--- config.mk ---
export PLATFORM = sky130hd
export DESIGN_NAME = ptz_command_frame_decoder_flat
export DESIGN_NICKNAME = d
export VERILOG_FILES = /design/src/design/pcfd_pkg.sv /design/src/design/pcfd_in_if.sv /design/src/design/pcfd_out_if.sv /design/src/design/ptz_command_frame_decoder.sv /design/src/flat_wrapper.sv
export SDC_FILE = /design/constraint.sdc
export NUM_CORES = 1
export LEC_CHECK = 0
export ABC_AREA = 1
export BUFFER_PORTS_ARGS = -buffer_cell sky130_fd_sc_hd__buf_2
export CAP_MARGIN = 5
export CORE_ASPECT_RATIO = 0.75
export CORE_MARGIN = 2
export CORE_UTILIZATION = 60
export DETAILED_ROUTE_END_ITERATION = 7
export GPL_ROUTABILITY_DRIVEN = 0
export PLACE_DENSITY = 0.84
export SLEW_MARGIN = 20
export SYNTH_ARGS = -nofsm -noshare
export SYNTH_HDL_FRONTEND = slang
export SYNTH_SLANG_ARGS = --single-unit
export TNS_END_PERCENT = 1
--- constraint.sdc ---
create_clock -name clk -period 6.95 [get_ports clk]
set_input_delay 0.3475 -clock clk [delete_from_list [all_inputs] [get_ports clk]]
set_output_delay 0.3475 -clock clk [all_outputs]
set_load 0.02 [all_outputs]
--- src/design/pcfd_pkg.sv ---
// ----------------------------------------------------------------------------
// pcfd_pkg
// Types, codes and the command decode function of the PTZ frame decoder.
// ----------------------------------------------------------------------------
package pcfd_pkg;

	localparam logic [2:0] POS_FIRST = 3'd0;
	localparam logic [2:0] POS_B4    = 3'd3;
	localparam logic [2:0] POS_B7    = 3'd6;
	localparam logic [2:0] POS_LAST  = 3'd7;

	typedef enum logic [2:0] {
		CT_STOP    = 3'd0,
		CT_PTZ     = 3'd1,
		CT_FI      = 3'd2,
		CT_PRESET  = 3'd3,
		CT_PATROL  = 3'd4,
		CT_SCAN    = 3'd5,
		CT_UNKNOWN = 3'd6
	} ctrl_type_t;

	localparam logic [1:0] DIR_NONE = 2'd0;
	localparam logic [1:0] DIR_POS  = 2'd1;
	localparam logic [1:0] DIR_NEG  = 2'd2;

	localparam logic [2:0] SUB_SCAN_SPEED = 3'd3;
	localparam logic [2:0] SUB_NONE       = 3'd5;

	localparam logic [7:0] B4_STOP       = 8'h00;
	localparam logic [3:0] B4_FI_NIBBLE  = 4'h4;
	localparam logic [7:0] B4_PRESET_LO  = 8'h81;
	localparam logic [7:0] B4_PRESET_HI  = 8'h83;
	localparam logic [7:0] B4_PATROL_LO  = 8'h84;
	localparam logic [7:0] B4_PATROL_HI  = 8'h88;
	localparam logic [7:0] B4_SCAN       = 8'h89;
	localparam logic [7:0] B4_SCAN_SPEED = 8'h8a;
	localparam logic [7:0] SCAN_SUB_MAX  = 8'h02;

	typedef struct packed {
		logic [2:0]  control_type;
		logic [1:0]  zoom_dir;
		logic [1:0]  tilt_dir;
		logic [1:0]  pan_dir;
		logic [1:0]  iris_dir;
		logic [1:0]  focus_dir;
		logic [2:0]  sub_command;
		logic [7:0]  byte_five;
		logic [7:0]  byte_six;
		logic [3:0]  zoom_speed;
		logic [11:0] combined_value;
	} result_t;

	// Codes 1 and 2 pass, the unused code 3 reads as none.
	function automatic logic [1:0] dir_code(input logic [1:0] bits);
		return (bits == DIR_POS || bits == DIR_NEG) ? bits : DIR_NONE;
	endfunction

	function automatic result_t decode(input logic [7:0] b4, input logic [7:0] b5,
			input logic [7:0] b6, input logic [7:0] b7);
		result_t    r;
		logic [7:0] diff;
		logic [11:0] comb;
		r            = '0;
		r.sub_command = SUB_NONE;
		comb         = {b7[7:4], b6};
		diff         = 8'h00;
		if (b4 == B4_STOP) begin
			r.control_type = CT_STOP;
		end else if (b4[7:6] == 2'b00) begin
			r.control_type = CT_PTZ;
			r.zoom_dir     = dir_code(b4[5:4]);
			r.tilt_dir     = dir_code(b4[3:2]);
			r.pan_dir      = dir_code(b4[1:0]);
			r.byte_five    = b5;
			r.byte_six     = b6;
			r.zoom_speed   = b7[7:4];
		end else if (b4[7:4] == B4_FI_NIBBLE) begin
			r.control_type = CT_FI;
			r.iris_dir     = dir_code(b4[3:2]);
			r.focus_dir    = dir_code(b4[1:0]);
			r.byte_five    = b5;
			r.byte_six     = b6;
		end else if (b4 >= B4_PRESET_LO && b4 <= B4_PRESET_HI) begin
			diff           = b4 - B4_PRESET_LO;
			r.control_type = CT_PRESET;
			r.sub_command  = diff[2:0];
			r.byte_six     = b6;
		end else if (b4 >= B4_PATROL_LO && b4 <= B4_PATROL_HI) begin
			diff             = b4 - B4_PATROL_LO;
			r.control_type   = CT_PATROL;
			r.sub_command    = diff[2:0];
			r.byte_five      = b5;
			r.byte_six       = b6;
			r.combined_value = comb;
		end else if (b4 == B4_SCAN || b4 == B4_SCAN_SPEED) begin
			r.control_type = CT_SCAN;
			if (b4 == B4_SCAN_SPEED) begin
				r.sub_command = SUB_SCAN_SPEED;
			end else if (b6 <= SCAN_SUB_MAX) begin
				r.sub_command = b6[2:0];
			end
			r.byte_five      = b5;
			r.byte_six       = b6;
			r.combined_value = comb;
		end else begin
			r.control_type = CT_UNKNOWN;
		end
		return r;
	endfunction

endpackage

--- src/design/pcfd_in_if.sv ---
// ----------------------------------------------------------------------------
// pcfd_in_if
// Byte channel into the frame decoder: valid, ready, frame byte and start mark.
// ----------------------------------------------------------------------------
interface pcfd_in_if;
	logic       valid;
	logic       ready;
	logic [7:0] frame_byte;
	logic       frame_start;

	modport source (output valid, output frame_byte, output frame_start, input ready);
	modport sink   (input valid, input frame_byte, input frame_start, output ready);
endinterface

--- src/design/pcfd_out_if.sv ---
// ----------------------------------------------------------------------------
// pcfd_out_if
// Decoded command channel out of the frame decoder.
// ----------------------------------------------------------------------------
interface pcfd_out_if;
	logic        valid;
	logic        ready;
	logic [2:0]  control_type;
	logic [1:0]  zoom_dir;
	logic [1:0]  tilt_dir;
	logic [1:0]  pan_dir;
	logic [1:0]  iris_dir;
	logic [1:0]  focus_dir;
	logic [2:0]  sub_command;
	logic [7:0]  byte_five;
	logic [7:0]  byte_six;
	logic [3:0]  zoom_speed;
	logic [11:0] combined_value;

	modport source (output valid, output control_type, output zoom_dir, output tilt_dir,
		output pan_dir, output iris_dir, output focus_dir, output sub_command,
		output byte_five, output byte_six, output zoom_speed, output combined_value,
		input ready);
	modport sink   (input valid, input control_type, input zoom_dir, input tilt_dir,
		input pan_dir, input iris_dir, input focus_dir, input sub_command,
		input byte_five, input byte_six, input zoom_speed, input combined_value,
		output ready);
endinterface

--- src/design/ptz_command_frame_decoder.sv ---
// A byte that ends a frame is held in the input register; its decoded command then loads into the result register.
// Throughput: one byte per cycle; the input register frees in the same cycle it passes on.
// The only stall is a full result register that the sink does not take.
// Reset: arst_n low clears the byte position and both valid flags; the kept bytes
// and the result payload are not reset.
// ----------------------------------------------------------------------------
// ptz_command_frame_decoder
// Tracks the byte position in the 8-byte PTZ control frame, keeps bytes 4 to 7
// and decodes them into one command transaction on the eighth byte.
// ----------------------------------------------------------------------------
module ptz_command_frame_decoder (
	input  logic        clk,
	input  logic        arst_n,
	pcfd_in_if.sink     frame_in,
	pcfd_out_if.source  cmd_out
);

	// Input register: one accepted byte transaction.
	logic                 valid_s1;
	logic [7:0]           byte_s1;
	logic                 start_s1;

	// Frame tracking state.
	logic [2:0]           pos_q;
	logic [7:0]           kept_q [4];

	// Result register.
	logic                 out_valid_q;
	pcfd_pkg::result_t    result_q;

	logic [2:0]           pos_cur;
	logic                 fire;
	logic                 out_free;
	logic                 adv;
	logic                 keep;
	logic [1:0]           keep_idx;
	pcfd_pkg::result_t    decoded;

	// A start mark forces byte 1 whatever the running position says.
	assign pos_cur  = start_s1 ? pcfd_pkg::POS_FIRST : pos_q;
	assign fire     = (pos_cur == pcfd_pkg::POS_LAST);
	assign out_free = !out_valid_q || cmd_out.ready;

	// Advance the held byte unless it ends a frame and the result register is stuck.
	assign adv            = valid_s1 && (!fire || out_free);
	assign frame_in.ready = !valid_s1 || adv;

	// Bytes 4..7 land in slots 0..3: slot = position - 3, mod 4.
	assign keep     = adv && (pos_cur >= pcfd_pkg::POS_B4) && (pos_cur <= pcfd_pkg::POS_B7);
	assign keep_idx = pos_cur[1:0] + 2'd1;

	// All four kept bytes are in place once the eighth byte sits in the input register.
	assign decoded = pcfd_pkg::decode(kept_q[0], kept_q[1], kept_q[2], kept_q[3]);

	always_ff @(posedge clk or negedge arst_n) begin
		if (!arst_n) begin
			valid_s1 <= 1'b0;
		end else if (frame_in.ready) begin
			valid_s1 <= frame_in.valid;
		end
	end

	// Capture payload on every accepted transaction.
	always_ff @(posedge clk) begin
		if (frame_in.valid && frame_in.ready) begin
			byte_s1  <= frame_in.frame_byte;
			start_s1 <= frame_in.frame_start;
		end
	end

	// Position wraps from the eighth byte back to byte 1 on its own.
	always_ff @(posedge clk or negedge arst_n) begin
		if (!arst_n) begin
			pos_q <= pcfd_pkg::POS_FIRST;
		end else if (adv) begin
			pos_q <= pos_cur + 3'd1;
		end
	end

	always_ff @(posedge clk) begin
		if (keep) begin
			kept_q[keep_idx] <= byte_s1;
		end
	end

	// Hold the result until taken; a new one may load in the same edge it leaves.
	always_ff @(posedge clk or negedge arst_n) begin
		if (!arst_n) begin
			out_valid_q <= 1'b0;
		end else if (adv && fire) begin
			out_valid_q <= 1'b1;
		end else if (cmd_out.ready) begin
			out_valid_q <= 1'b0;
		end
	end

	always_ff @(posedge clk) begin
		if (adv && fire) begin
			result_q <= decoded;
		end
	end

	assign cmd_out.valid          = out_valid_q;
	assign cmd_out.control_type   = result_q.control_type;
	assign cmd_out.zoom_dir       = result_q.zoom_dir;
	assign cmd_out.tilt_dir       = result_q.tilt_dir;
	assign cmd_out.pan_dir        = result_q.pan_dir;
	assign cmd_out.iris_dir       = result_q.iris_dir;
	assign cmd_out.focus_dir      = result_q.focus_dir;
	assign cmd_out.sub_command    = result_q.sub_command;
	assign cmd_out.byte_five      = result_q.byte_five;
	assign cmd_out.byte_six       = result_q.byte_six;
	assign cmd_out.zoom_speed     = result_q.zoom_speed;
	assign cmd_out.combined_value = result_q.combined_value;

endmodule

--- src/flat_wrapper.sv ---
// flat-port wrapper written by rule: the top's interface ports become plain ports
module ptz_command_frame_decoder_flat 
  (clk, arst_n, frame_in_valid, frame_in_frame_byte, frame_in_frame_start, frame_in_ready, cmd_out_valid, cmd_out_control_type, cmd_out_zoom_dir, cmd_out_tilt_dir, cmd_out_pan_dir, cmd_out_iris_dir, cmd_out_focus_dir, cmd_out_sub_command, cmd_out_byte_five, cmd_out_byte_six, cmd_out_zoom_speed, cmd_out_combined_value, cmd_out_ready);
  pcfd_in_if frame_in_i ();
  pcfd_out_if cmd_out_i ();
  input  logic clk;
  input  logic arst_n;
  input wire logic [$bits(frame_in_i.valid)-1:0] frame_in_valid;
  input wire logic [$bits(frame_in_i.frame_byte)-1:0] frame_in_frame_byte;
  input wire logic [$bits(frame_in_i.frame_start)-1:0] frame_in_frame_start;
  output wire logic [$bits(frame_in_i.ready)-1:0] frame_in_ready;
  output wire logic [$bits(cmd_out_i.valid)-1:0] cmd_out_valid;
  output wire logic [$bits(cmd_out_i.control_type)-1:0] cmd_out_control_type;
  output wire logic [$bits(cmd_out_i.zoom_dir)-1:0] cmd_out_zoom_dir;
  output wire logic [$bits(cmd_out_i.tilt_dir)-1:0] cmd_out_tilt_dir;
  output wire logic [$bits(cmd_out_i.pan_dir)-1:0] cmd_out_pan_dir;
  output wire logic [$bits(cmd_out_i.iris_dir)-1:0] cmd_out_iris_dir;
  output wire logic [$bits(cmd_out_i.focus_dir)-1:0] cmd_out_focus_dir;
  output wire logic [$bits(cmd_out_i.sub_command)-1:0] cmd_out_sub_command;
  output wire logic [$bits(cmd_out_i.byte_five)-1:0] cmd_out_byte_five;
  output wire logic [$bits(cmd_out_i.byte_six)-1:0] cmd_out_byte_six;
  output wire logic [$bits(cmd_out_i.zoom_speed)-1:0] cmd_out_zoom_speed;
  output wire logic [$bits(cmd_out_i.combined_value)-1:0] cmd_out_combined_value;
  input wire logic [$bits(cmd_out_i.ready)-1:0] cmd_out_ready;
  assign frame_in_i.valid = frame_in_valid;
  assign frame_in_i.frame_byte = frame_in_frame_byte;
  assign frame_in_i.frame_start = frame_in_frame_start;
  assign frame_in_ready = frame_in_i.ready;
  assign cmd_out_valid = cmd_out_i.valid;
  assign cmd_out_control_type = cmd_out_i.control_type;
  assign cmd_out_zoom_dir = cmd_out_i.zoom_dir;
  assign cmd_out_tilt_dir = cmd_out_i.tilt_dir;
  assign cmd_out_pan_dir = cmd_out_i.pan_dir;
  assign cmd_out_iris_dir = cmd_out_i.iris_dir;
  assign cmd_out_focus_dir = cmd_out_i.focus_dir;
  assign cmd_out_sub_command = cmd_out_i.sub_command;
  assign cmd_out_byte_five = cmd_out_i.byte_five;
  assign cmd_out_byte_six = cmd_out_i.byte_six;
  assign cmd_out_zoom_speed = cmd_out_i.zoom_speed;
  assign cmd_out_combined_value = cmd_out_i.combined_value;
  assign cmd_out_i.ready = cmd_out_ready;
  ptz_command_frame_decoder u_core (.clk(clk), .arst_n(arst_n), .frame_in(frame_in_i), .cmd_out(cmd_out_i));
endmodule
* Word-level counts from Yosys, hierarchy flattened *
Memories as Yosys holds them, arrays and structs flattened.
Index checks and enable logic that the tools add are counted.

word-level totals
  flip-flop bits (word level) = 62
  memories = 1
  output and inout port bits = 50
  input port bits = 13
  memory bits (writable) = 32
  logic and storage cells = 92

memory list
  memory         depth  width  rd ports  clocked after Yosys merged registers in  write ports  line                             source
  u_core.kept_q  4      8      4         0                                        1            ptz_command_frame_decoder.sv:25  logic [7:0] kept_q [4];

cells by class
  multiplexer cells = 23
  $add $sub $neg = 4
  magnitude comparators = 7
  eq/ne operators = 10
  bitwise operators = 3
  reductions and logical operators = 26

operators by type and width
  operator               count
  $mux W19               2
  $mux W16               2
  $mux W12               2
  $eq A8 B8 Y1 const B   2
  $ge A8 B8 Y1 const B   2
  $le A8 B8 Y1 const B   2
  $mux W8                2
  $mux W2                6
  $mux W3                4
  $reduce_or A3 Y1       3
  $le A8 B2 Y1 const B   1
  $logic_not A8 Y1       1
  $logic_and A1 B1 Y1    7
  $logic_or A1 B1 Y1     7
  $eq A2 B1 Y1 const B   3
  $eq A2 B2 Y1 const B   3
  $mux W1                5
  $eq A4 B3 Y1 const B   1
  $reduce_or A2 Y1       2
  $reduce_or A4 Y1       1
  $add A3 B1 Y3 const B  1
  $eq A3 B3 Y1 const B   1
  $ge A3 B2 Y1 const B   1
  $le A3 B3 Y1 const B   1
  other kinds (7)        11

* Depth between registers and ports, before layout *
Gate-level depths: netlist of run 1.

  depth after elaboration = 9
  gate-level depth with buffers = 11
  gate-level depth less buffers = 11

* Least setup slack after synthesis of run 1 *
No wires, ideal clock.

  path kind = flip-flop to flip-flop
  start = register u_core.pos_q[1]
  end = register u_core.result_q, in the netlist u_core.cmd_out.byte_five[0] (enable)
  buffers on the path = 0
  setup slack = 4.315 ns
  library setup time = 0.402 ns
  arrival = 2.232 ns
  period minus slack after synthesis = 2.635 ns
  stages on the path, launching flop included = 10
  required time = 6.548 ns
  path through = dfrtp_1 nand2_1 inv_1 ha_1 ha_1 nand3_1 nand2_1 inv_1 nand2_1 inv_1

on the way
  longest elaborated chain between the ends = 6

RTL lines
  element                  line                             source
  from (decl)              ptz_command_frame_decoder.sv:24  logic [2:0] pos_q;
  from (signal assigned)   ptz_command_frame_decoder.sv:74  pos_q <= pcfd_pkg::POS_FIRST;
  from (signal assigned)   ptz_command_frame_decoder.sv:76  pos_q <= pos_cur + 3'd1;
  $mux W3 (*)              ptz_command_frame_decoder.sv:40  assign pos_cur = start_s1 ? pcfd_pkg::POS_FIRST : pos_q;
  $eq A3 B3 Y1 (*)         ptz_command_frame_decoder.sv:41  assign fire = (pos_cur == pcfd_pkg::POS_LAST);
  $logic_not A1 Y1         ptz_command_frame_decoder.sv:45  assign adv = valid_s1 && (!fire || out_free);
  $logic_or A1 B1 Y1       ptz_command_frame_decoder.sv:45
  $logic_and A1 B1 Y1      ptz_command_frame_decoder.sv:45
  $logic_and A1 B1 Y1 (*)  ptz_command_frame_decoder.sv:98  if (adv && fire) begin
  to (signal assigned)     ptz_command_frame_decoder.sv:99  result_q <= decoded;
  to (decl)                ptz_command_frame_decoder.sv:29  pcfd_pkg::result_t result_q;

Every way passes the cells marked *; elsewhere a longest branch is shown, timed or not.
A chain may end at the register's enable or synchronous reset.

* Worst setup path in the final report of run 1 *
  start = register u_core.pos_q[1]
  end = memory u_core.kept_q[1][1] (enable)

on the way
  longest elaborated chain between the ends = 9
  elaborated cells between the ends (all ways) = 12

RTL lines
  element                            line                             source
  $mux W3 (*)                        ptz_command_frame_decoder.sv:40
  $eq A3 B3 Y1                       ptz_command_frame_decoder.sv:41
  $logic_not A1 Y1                   ptz_command_frame_decoder.sv:45
  $logic_or A1 B1 Y1                 ptz_command_frame_decoder.sv:45
  $logic_and A1 B1 Y1                ptz_command_frame_decoder.sv:45
  $logic_and A1 B1 Y1 (2 in series)  ptz_command_frame_decoder.sv:49  assign keep = adv && (pos_cur >= pcfd_pkg::POS_B4) && (pos_cur <= pcfd_pkg::POS_B7);
  $mux W1                            ptz_command_frame_decoder.sv:81  if (keep) begin
  $mux W1 (not written as such)      ptz_command_frame_decoder.sv:82  kept_q[keep_idx] <= byte_s1;
  to (decl)                          ptz_command_frame_decoder.sv:25

Marked as above.

==> results.py, run 1 <==
metrics = {
    "die": {
        "io_pins": 63,
        "num_rows": 24,
        "coreArea_um2": 5946,
        "die_w_um": 95.53,
        "initial_utilization_pct": 63.40,
        "die_area_um2": 6940,
        "die_h_um": 72.65,
    },
    "logic_synthesis": {
        "yosys_register_bits": 90,
        "synth_area_leaders": "edfxtp_1 (68%), inv_1 (5.8%), ha_1 (5.0%)",
        "synthesis.nets": 335,
        "ys_types": 25,
        "synthCells": 307,
        "synth_top_area_share_pct": 67.71,
        "async_flop_share_pct": 5.556,
        "yosys.area.top_type": "edfxtp_1",
        "netlist_area_um2": 3770,
        "avgSynthCellArea_um2": 12.28,
        "synth_ff_type": "edfxtp_1",
        "synth_edf_count": 85,
        "yosysWarnings": 0,
        "seq_area_frac_synth_pct": 71.03,
    },
    "timing": {
        "rsz0062_at_grt": "no",
        "period_needed_ns": 2.439,
        "worst_pin_slew_ns": 0.7763,
        "hold_viol": 0,
        "fmax_mhz": 410.1,
        "worst_slack_ns": 4.511,
        "fin_crit_sh_pct": 35.09,
        "skew_ns": 0.01492,
        "fin_tns_setup_ns": 0,
        "setup_viol": 0,
        "finalMaxSlewViolations": 0,
        "relSlewSlack_pct": 48.10,
    },
    "layout": {
        "syn2layout_area_growth_pct": 15.80,
        "diodes": 0,
        "fin_nets": 407,
        "layout-drive-gt1-share_pct": 25.33,
        "fin_area_um2": 4365,
        "utilization_pct": 73.42,
    },
    "setup_path": {
        "cp-end-kind": "flip-flop",
        "worstPathRequired_ns": 6.94,
        "path_class": "flip-flop to flip-flop",
        "cp_top_family": "simple AND/OR/NAND/NOR gates",
        "crit_slowest_cell": "nor2_1",
        "start_kind": "flip-flop",
        "reg2regPathDepth": 9,
        "cp_slowest_stage_delay_ns": 0.54,
        "crit_fanout": 8,
        "path_buf_inv": 2,
        "critPathArrivalTime_ns": 2.43,
        "path_depth": 9,
        "cp_cell_sequence": "nand2_1, inv_1, ha_1, ha_1, nand3_1, nand2_1, inv_1, o211ai_1, nor2_1",
    },
    "power": {
        "p_per_area_nw_per_um2": 222.9,
        "p_int_mw": 0.7730,
        "p_seq_share_pct": 62.4,
        "ir_drop_mv": 0.1767,
        "p_clk_share_pct": 35.4,
        "total_power_mw": 0.9730,
        "combPwrFrac_pct": 2.2,
        "power.net_switching_mw": 0.2000,
        "p_sw_share_pct": 20.55,
        "leakagePower_nw": 1.959,
    },
    "routing": {
        "via_count": 2287,
        "drc": 0,
        "dr.pass1.iters": 5,
        "drt-total-wl_um": 6297,
        "drtAntennaViolNets": 0,
        "drt-wirelength-per-cell_um": 13.66,
        "viasPerCell": 4.961,
        "drtIter0Drc": 158,
    },
    "clock_network": {
        "clock_sinks": 90,
        "cts_tree": "built",
        "numCtsBuffers": 9,
        "cts.path.max_buffers": 2,
        "worst_setup_hold_path_clk_slew_ns": 0.08,
        "ctsHtreeMaxLevel": 3,
        "root_buffer": "clkbuf_8",
        "worst_skew_pair.late_latency_ns": 0.36,
        "cts_resized": 0,
    },
    "placed_design": {
        "dp_hpwl_um": 4576,
        "portBuffers": 62,
        "pre_cts_slack_ns": 4.507,
        "dpl_cell_area_um2": 4165,
    },
    "run_status": {
        "run_status": "completed",
    },
    "job": {
        "maxCapViolations": 0,
    },
    "global_route": {
        "grt_max_degree": 49,
        "grt_overflow": 0,
        "grt_antenna_before_repair": 0,
        "grt_pass1_vias": 2228,
        "grtUsageTotal_pct": 20.84,
        "grt_pass1_wl_um": 10450,
    },
    "min_path": {
        "min_path_type": "input pin to flip-flop",
        "hold_depth": 1,
    },
}
## registers in the layout, summed over array words and instances, names as in the netlist, 2 cells and up
name	flops
u_core.kept_q	28
u_core.cmd_out.combined_value	12
u_core.byte_s1	8
u_core.cmd_out.byte_five	8
u_core.cmd_out.byte_six	8
u_core.cmd_out.zoom_speed	4
u_core.cmd_out.control_type	3
u_core.cmd_out.sub_command	3
u_core.pos_q	3
u_core.cmd_out.focus_dir	2
u_core.cmd_out.iris_dir	2
u_core.cmd_out.pan_dir	2
u_core.cmd_out.tilt_dir	2
u_core.cmd_out.zoom_dir	2
## path summary, 6_finish.rpt
| kind | from | to | slack [ns] |
|---|---|---|---|
| hold reg to reg | u_core.pos_q[2] | u_core.pos_q[2] | 0.51 |
| setup / recovery | u_core.pos_q[1] | u_core.kept_q[1][1] | 4.51 |
| min in group asynchronous | arst_n | u_core.cmd_out.valid | 0.34 |
| hold / removal | frame_in_frame_byte[7] | u_core.byte_s1[7] | 0.16 |
| setup reg to reg | u_core.pos_q[1] | u_core.kept_q[1][1] | 4.51 |
| max in group asynchronous | arst_n | u_core.pos_q[0] | 6.49 |
## worst register-to-register path: stages, from the launching register on
cell      delay [ns]
dfrtp_1         0.40
nand2_1         0.12
inv_1           0.07
ha_1            0.21
ha_1            0.24
nand3_1         0.09
nand2_1         0.12
inv_1           0.13
o211ai_1        0.16
nor2_1          0.55
## layer usage
metal	track usage, %	vias up	share of wire (%)
li1	-	1145	-
met1	28.52	1034	44
met2	32.17	97	46
met3	7.955	11	9.1
met4	5.238	0	1.6
met5	0	-	0
## logic make-up after synthesis
family	count (synthesis)	share of synthesized area [%]
and+or+nand+nor	132	16.16
DFF	90	71.03
buffers and inverters	63	6.505
adders and majority gates	15	4.978
AOI/OAI and AO/OA	7	1.328
## cell type report
type                       instances  area (µm²)
fill                             410        1580
tap                               78       97.59
multi-input combinational        154       847.1
clock buffer                       9       123.9
sequential                        90        2678
timing repair buffer              64       327.8
inverter                          60       225.2
clock inverter                     6       66.31
## cells in the mapped netlist (2+ instances only)
cell type	number
dfrtp_1	5
edfxtp_1	85
ha_1	15
inv_1	58
inv_2	2
nand2_1	46
nand2_2	2
nand2_4	2
nand3_1	22
nand4_1	3
nor2_1	37
nor2_2	10
nor2_4	2
nor3_1	5
o21ai_0	3
## metrics by stage
step / hold slack, ns / instances
finish: 0.1631 / 461
global placement: 0.1652 / 445
global route: 0.1347 / 461
floorplan: 0.05191 / 307
CTS: 0.1460 / 461
detailed placement: 0.1667 / 445
## power groups by stage
stage	combinational (mW)	sequential (mW)	clock, mW
2_1_floorplan	0.0130	0.616	0
3_3_place_gp	0.0203	0.619	0
3_5_place_dp	0.0213	0.619	0
4_1_cts	0.0220	0.607	0.350
5_1_grt	0.0258	0.609	0.375
6_report	0.0217	0.607	0.344
## cell usage in the layout, fill, tap and decap left out
master,instances
dlygate4sd3_1,1
o21ai_0,3
inv_6,2
dfrtp_1,5
or2_0,1
o211ai_2,1
nand3b_1,1
inv_1,57
nor2_1,37
nand3_1,22
edfxtp_1,85
bufinv_16,1
nor2_2,10
nand2_2,2
nand2_1,46
nand2_4,2
nor3_1,5
clkinv_1,2
o21bai_1,1
nor2_4,2
nand4_1,3
nand3_2,1
buf_2,62
clkinvlp_4,2
inv_2,2
clkbuf_8,9
buf_4,1
a21boi_0,1
o211ai_1,1
ha_1,15
## timing repair
item / in CTS / in global routing
setup buffers: 0 / 0
endpoints found under the hold margin: 5 / 0
hold buffers: 1 / 0
No activity file was read; power rests on OpenSTA's default activity.
==> run 2, diff against run 1 <==
Settings changed: CORE_UTILIZATION 60 to 56, PLACE_DENSITY 0.84 to 0.79.
Clock period 6.95 ns to 2.51 ns, I/O delays scaled along.
==> run 2 against run 1 <==
Against the previous run:
- count of clock-buffer cells in the layout stayed put
- highest routed layer unchanged
- clock power grew to 3.0 times the previous value
- non-clock buffer count is 15 higher
- via count is 5.3% higher
==> results.py, run 2 (same netlist as run 1, synthesis figures left out) <==
metrics = {
    "run_status": {
        "run_status": "completed",
    },
    "timing": {
        "rsz0062_at_grt": "no",
        "relSlewSlack_pct": 68.28,
        "skew_ns": 0.008423,
        "worst_pin_slew_ns": 0.4740,
        "fin_crit_sh_pct": 89.86,
        "fin_tns_setup_ns": 0,
        "setup_viol": 0,
        "fmax_mhz": 443.3,
        "period_needed_ns": 2.256,
        "hold_viol": 0,
        "finalMaxSlewViolations": 0,
    },
    "setup_path": {
        "start_kind": "flip-flop",
        "cp-end-kind": "flip-flop",
        "cp_top_family": "buffers and inverters",
        "critPathArrivalTime_ns": 2.29,
        "worstPathRequired_ns": 2.54,
        "path_common_cell": "nand2_1",
        "rrSetupSlack_ns": 0.25,
        "crit_fanout": 28,
        "r2r-start": "u_core.pos_q[1]",
        "reg2regPathDepth": 10,
        "r2r_end": "u_core.cmd_out.byte_six[5]",
        "path_buf_inv": 4,
        "cp_slowest_stage_delay_ns": 0.41,
        "crit_slowest_cell": "dfrtp_1",
        "path_class": "flip-flop to flip-flop",
        "critPathLaunch": "u_core.pos_q[1]",
        "cp_cell_sequence": "nand2_1, inv_1, ha_1, ha_1, nand3_1, nand2_1, inv_1, nand2_1, clkinvlp_4, buf_4",
        "setup.worst_path.end": "u_core.cmd_out.byte_six[5]",
        "path_depth": 10,
    },
    "routing": {
        "drc": 0,
        "drtAntennaViolNets": 0,
        "drt-total-wl_um": 6824,
        "via_count": 2408,
        "drt-wirelength-per-cell_um": 14.22,
        "drtIter0Drc": 107,
        "dr.pass1.iters": 4,
        "viasPerCell": 5.017,
    },
    "clock_network": {
        "cts_resized": 0,
        "cts_setup_buffers": 0,
        "cts_tree": "built",
        "ctsHtreeMaxLevel": 3,
        "clock_sinks": 90,
        "worst_setup_hold_path_clk_slew_ns": 0.09,
        "hold_buffers": 11,
        "worst_skew_pair.late_latency_ns": 0.36,
        "root_buffer": "clkbuf_8",
        "cts.path.max_buffers": 2,
        "numCtsBuffers": 9,
    },
    "min_path": {
        "holdCritStartpoint": "cmd_out_ready",
        "min_path_type": "input pin to flip-flop",
    },
    "layout": {
        "syn2layout_area_growth_pct": 20.11,
        "diodes": 0,
        "multi_input_comb_area_um2": 847.1,
        "fill_cells": 431,
        "mostFrequentLayoutCells": "edfxtp_1 (85), buf_2 (62), inv_1 (57)",
        "largest_reg_flops": 28,
        "layout-drive-gt1-share_pct": 26.32,
        "layout_commonest_cell": "edfxtp_1",
        "max_flop_register": "u_core.kept_q",
        "seq_area_um2": 2678,
        "fin_nets": 422,
    },
    "global_route": {
        "grt_pass1_vias": 2328,
        "grt_antenna_before_repair": 0,
        "grtUsageTotal_pct": 20.32,
        "grt_pass1_wl_um": 11180,
        "grt_max_degree": 29,
        "grt_overflow": 0,
    },
    "power": {
        "p_int_mw": 2.173,
        "total_power_mw": 2.776,
        "p_seq_share_pct": 60.6,
        "combPwrFrac_pct": 2.6,
        "p_clk_share_pct": 36.8,
        "power.net_switching_mw": 0.6038,
        "ir_drop_mv": 0.4720,
        "leakagePower_nw": 2.037,
        "p_sw_share_pct": 21.75,
        "p_per_area_nw_per_um2": 613.2,
    },
    "die": {
        "die_h_um": 75.06,
        "die_w_um": 98.74,
        "num_rows": 25,
        "die_area_um2": 7411,
        "initial_utilization_pct": 58.79,
        "coreArea_um2": 6412,
        "io_pins": 63,
    },
    "job": {
        "maxCapViolations": 0,
    },
    "placed_design": {
        "portBuffers": 62,
        "dp_hpwl_um": 4806,
    },
}
## run 2: final cells by class
cell class	instances	share of cell area, %
Inverter	60	5.057
Sequential cell	90	59.13
Timing Repair Buffer	79	10.28
Clock inverter	7	1.851
Multi-Input combinational cell	154	18.71
Tap cell	81	2.238
Clock buffer	9	2.736
## run 2: how the worst min path moves through the flow
stage | cells past startpoint | slack [ns] | endpoint
3_5_place_dp | 1 | -0.05 | u_core.valid_s1
4_1_cts | 4 | 0.02 | u_core.cmd_out.valid
3_3_place_gp | 1 | -0.05 | u_core.valid_s1
2_1_floorplan | 0 | -0.17 | u_core.cmd_out.valid
6_report | 4 | 0.03 | u_core.cmd_out.valid
5_1_grt | 4 | 0.06 | u_core.cmd_out.valid
## run 2: per-layer routing
metal  GRT usage [%]  vias to the layer above  part of all wire (%)
li1                -                     1173                     -
met1           26.71                     1131                    45
met2           32.51                       93                    47
met3           7.149                       11                   7.5
met4           6.545                        0                   1.0
met5               0                        -                     0
## run 2: per-stage QoR
step	utilization [%]	setup WS [ns]	hold WS, ns	instance area (µm²)	std cells
after global placement	65.66	0.3712	-0.05396	4210	453
after detailed placement	65.66	0.2440	-0.05028	4210	453
after global routing	70.61	0.09964	0.05636	4528	480
final	70.61	0.2544	0.03493	4528	480
after floorplan	-	0.07135	-0.1701	3774	307
after CTS	70.61	0.2300	0.01623	4528	480
## run 2: power groups by stage
stage          clock network, mW  registers [mW]  logic (mW)
5_1_grt                     1.10            1.68      0.0856
3_3_place_gp                   0            1.72      0.0576
4_1_cts                     1.05            1.68      0.0736
2_1_floorplan                  0            1.71      0.0361
6_report                    1.02            1.68      0.0733
3_5_place_dp                   0            1.72      0.0605
## run 2: worst register-to-register path: stages (launching register included)
cell and delay [ns]:
dfrtp_1 0.41, nand2_1 0.12, inv_1 0.08, ha_1 0.22, ha_1 0.24, nand3_1 0.09, nand2_1 0.12, inv_1 0.13
nand2_1 0.11, clkinvlp_4 0.08, buf_4 0.31
==> run 3, diff against run 2 <==
Settings changed: CORE_UTILIZATION 56 to 58, CTS_BUF_LIST set to sky130_fd_sc_hd__clkbuf_8, PLACE_DENSITY 0.79 to 0.82.
==> run 3 against run 2 <==
Against the previous run:
- global-route usage is 0.77 points lower
- die area down 3.3%
- clock skew up 0.0042 ns
- design area decreased by 0.33%
- largest power group unchanged
==> results.py, run 3 (same netlist as run 1, synthesis figures left out) <==
metrics = {
    "power": {
        "combPwrFrac_pct": 2.7,
        "p_int_mw": 2.153,
        "p_sw_share_pct": 20.56,
        "leakagePower_nw": 2.035,
        "power.net_switching_mw": 0.5573,
        "p_clk_share_pct": 35.3,
        "p_per_area_nw_per_um2": 600.6,
        "p_seq_share_pct": 62.1,
        "ir_drop_mv": 0.4079,
    },
    "layout": {
        "layout-drive-gt1-share_pct": 26.07,
        "seq_area_um2": 2678,
        "fin_nets": 422,
        "syn2layout_area_growth_pct": 19.71,
        "utilization_pct": 71.78,
        "max_flop_register": "u_core.kept_q",
        "fin_area_um2": 4513,
        "layout_commonest_cell": "edfxtp_1",
        "diodes": 0,
        "final_cells": 480,
        "mostFrequentLayoutCells": "edfxtp_1 (85), buf_2 (62), inv_1 (58)",
        "multi_input_comb_area_um2": 847.1,
        "largest_reg_flops": 28,
        "fill_cells": 443,
    },
    "setup_path": {
        "path_class": "flip-flop to flip-flop",
        "r2r-start": "u_core.pos_q[1]",
        "critPathArrivalTime_ns": 2.26,
        "path_common_cell": "nand2_1",
        "cp_slowest_stage_delay_ns": 0.40,
        "cp_top_family": "buffers and inverters",
        "crit_fanout": 28,
        "cp_cell_sequence": "nand2_1, inv_1, ha_1, ha_1, nand3_1, nand2_1, inv_1, nand2_1, clkinvlp_4, buf_4",
        "r2r_end": "u_core.cmd_out.combined_value[0]",
        "worstPathRequired_ns": 2.54,
        "rrSetupSlack_ns": 0.28,
        "cp-end-kind": "flip-flop",
        "reg2regPathDepth": 10,
        "crit_slowest_cell": "dfrtp_1",
        "path_depth": 10,
        "start_kind": "flip-flop",
        "path_buf_inv": 4,
    },
    "die": {
        "num_rows": 25,
        "initial_utilization_pct": 59.96,
        "die_w_um": 97.10,
        "die_area_um2": 7168,
        "coreArea_um2": 6287,
        "io_pins": 63,
        "die_h_um": 73.82,
    },
    "timing": {
        "hold_viol": 0,
        "fmax_mhz": 448.6,
        "rsz0062_at_grt": "no",
        "relSlewSlack_pct": 67.08,
        "skew_ns": 0.01258,
        "finalMaxSlewViolations": 0,
        "fin_crit_sh_pct": 88.80,
        "period_needed_ns": 2.229,
        "worst_pin_slew_ns": 0.4920,
        "fin_tns_setup_ns": 0,
        "setup_viol": 0,
    },
    "placed_design": {
        "dp_cells": 453,
        "portBuffers": 62,
        "dp_hpwl_um": 4702,
        "dpl_cell_area_um2": 4210,
    },
    "routing": {
        "drtAntennaViolNets": 0,
        "drt-total-wl_um": 6592,
        "drt-wirelength-per-cell_um": 13.73,
        "drtIter0Drc": 190,
        "drc": 0,
        "viasPerCell": 4.925,
        "via_count": 2364,
        "dr.pass1.iters": 4,
    },
    "clock_network": {
        "worst_skew_pair.late_latency_ns": 0.36,
        "numCtsBuffers": 9,
        "root_buffer": "clkbuf_8",
        "worst_setup_hold_path_clk_slew_ns": 0.08,
        "cts_tree": "built",
        "ctsHtreeMaxLevel": 3,
        "cts_setup_buffers": 0,
        "cts_resized": 0,
        "cts.path.max_buffers": 2,
        "clock_sinks": 90,
    },
    "min_path": {
        "min_path_type": "input pin to flip-flop",
        "min_to": "u_core.cmd_out.valid",
        "hold_depth": 4,
        "holdCritStartpoint": "cmd_out_ready",
    },
    "run_status": {
        "run_status": "completed",
    },
    "global_route": {
        "grt_pass1_wl_um": 10420,
        "grt_pass1_vias": 2243,
        "grtUsageTotal_pct": 19.55,
        "grt_overflow": 0,
        "grt_antenna_before_repair": 0,
        "grt_max_degree": 29,
    },
    "job": {
        "maxCapViolations": 0,
    },
}
==> run 3: cell count changes in the layout (fill, tap and decap cells not counted) <==
cell and delta:
inv_6 -1, inv_1 +1, inv_8 -1, clkinv_2 +2
clkinv_4 -1
==> run 3: layout make-up <==
cell class              instances  area share (%)
flip-flops and latches         90           59.33
multi-input cells             154           18.77
repair buffers                 79           10.31
inverters                      60           5.073
clock buffers                   9           2.745
well taps                      81           2.246
clock inverters                 7           1.525
==> run 3: repair_timing <==
action | 4_1_cts | 5_1_grt
hold buffers | 11 | 0
endpoints found under the hold margin | 15 | 0
endpoints found under the setup margin | 0 | 0
==> run 3: per-stage QoR <==
step | hold WS [ns] | total power, mW | worst slack, ns
global placement | -0.05650 | 1.772 | 0.3844
CTS | 0.04544 | 2.732 | 0.2604
floorplan | -0.1701 | 1.743 | 0.07135
finish | 0.06301 | 2.711 | 0.2810
global route | 0.07372 | 2.806 | 0.04590
detailed placement | -0.05516 | 1.776 | 0.2633
==> run 3: layer usage <==
metal / GRT usage, % / part of all wire (%) / vias up / wire, µm
met2: 31.94 / 49 / 84 / 3223
met1: 24.58 / 42 / 1101 / 2788
li1: - / - / 1173 / -
met3: 7.992 / 7.9 / 6 / 523
met5: 0 / 0 / - / 0
met4: 5.634 / 0.85 / 0 / 56
==> run 3: worst reg2reg max path: cells and delay by family (launching register included) <==
kind          cells  cell delay (ns)
buf+inv           4             0.59
fa+ha+maj         2             0.47
simple gates      4             0.42
flops             1             0.40
==> run 3: how the worst max path moves through the flow <==
stage,from,to,slack [ns]
2_1_floorplan,u_core.start_s1,u_core.cmd_out.byte_five[0],0.07
3_3_place_gp,u_core.pos_q[1],u_core.cmd_out.sub_command[2],0.38
3_5_place_dp,u_core.pos_q[1],u_core.cmd_out.tilt_dir[0],0.26
4_1_cts,u_core.pos_q[1],u_core.cmd_out.tilt_dir[0],0.26
5_1_grt,u_core.pos_q[1],u_core.cmd_out.sub_command[0],0.05
6_report,u_core.pos_q[1],u_core.cmd_out.combined_value[0],0.28
==> run 3: power groups by stage <==
stage	clock network, mW	registers [mW]	logic (mW)
after floorplan	0	1.71	0.0361
after global placement	0	1.71	0.0567
after detailed placement	0	1.72	0.0596
after CTS	0.977	1.68	0.0728
after global routing	1.04	1.69	0.0837
final	0.956	1.68	0.0730
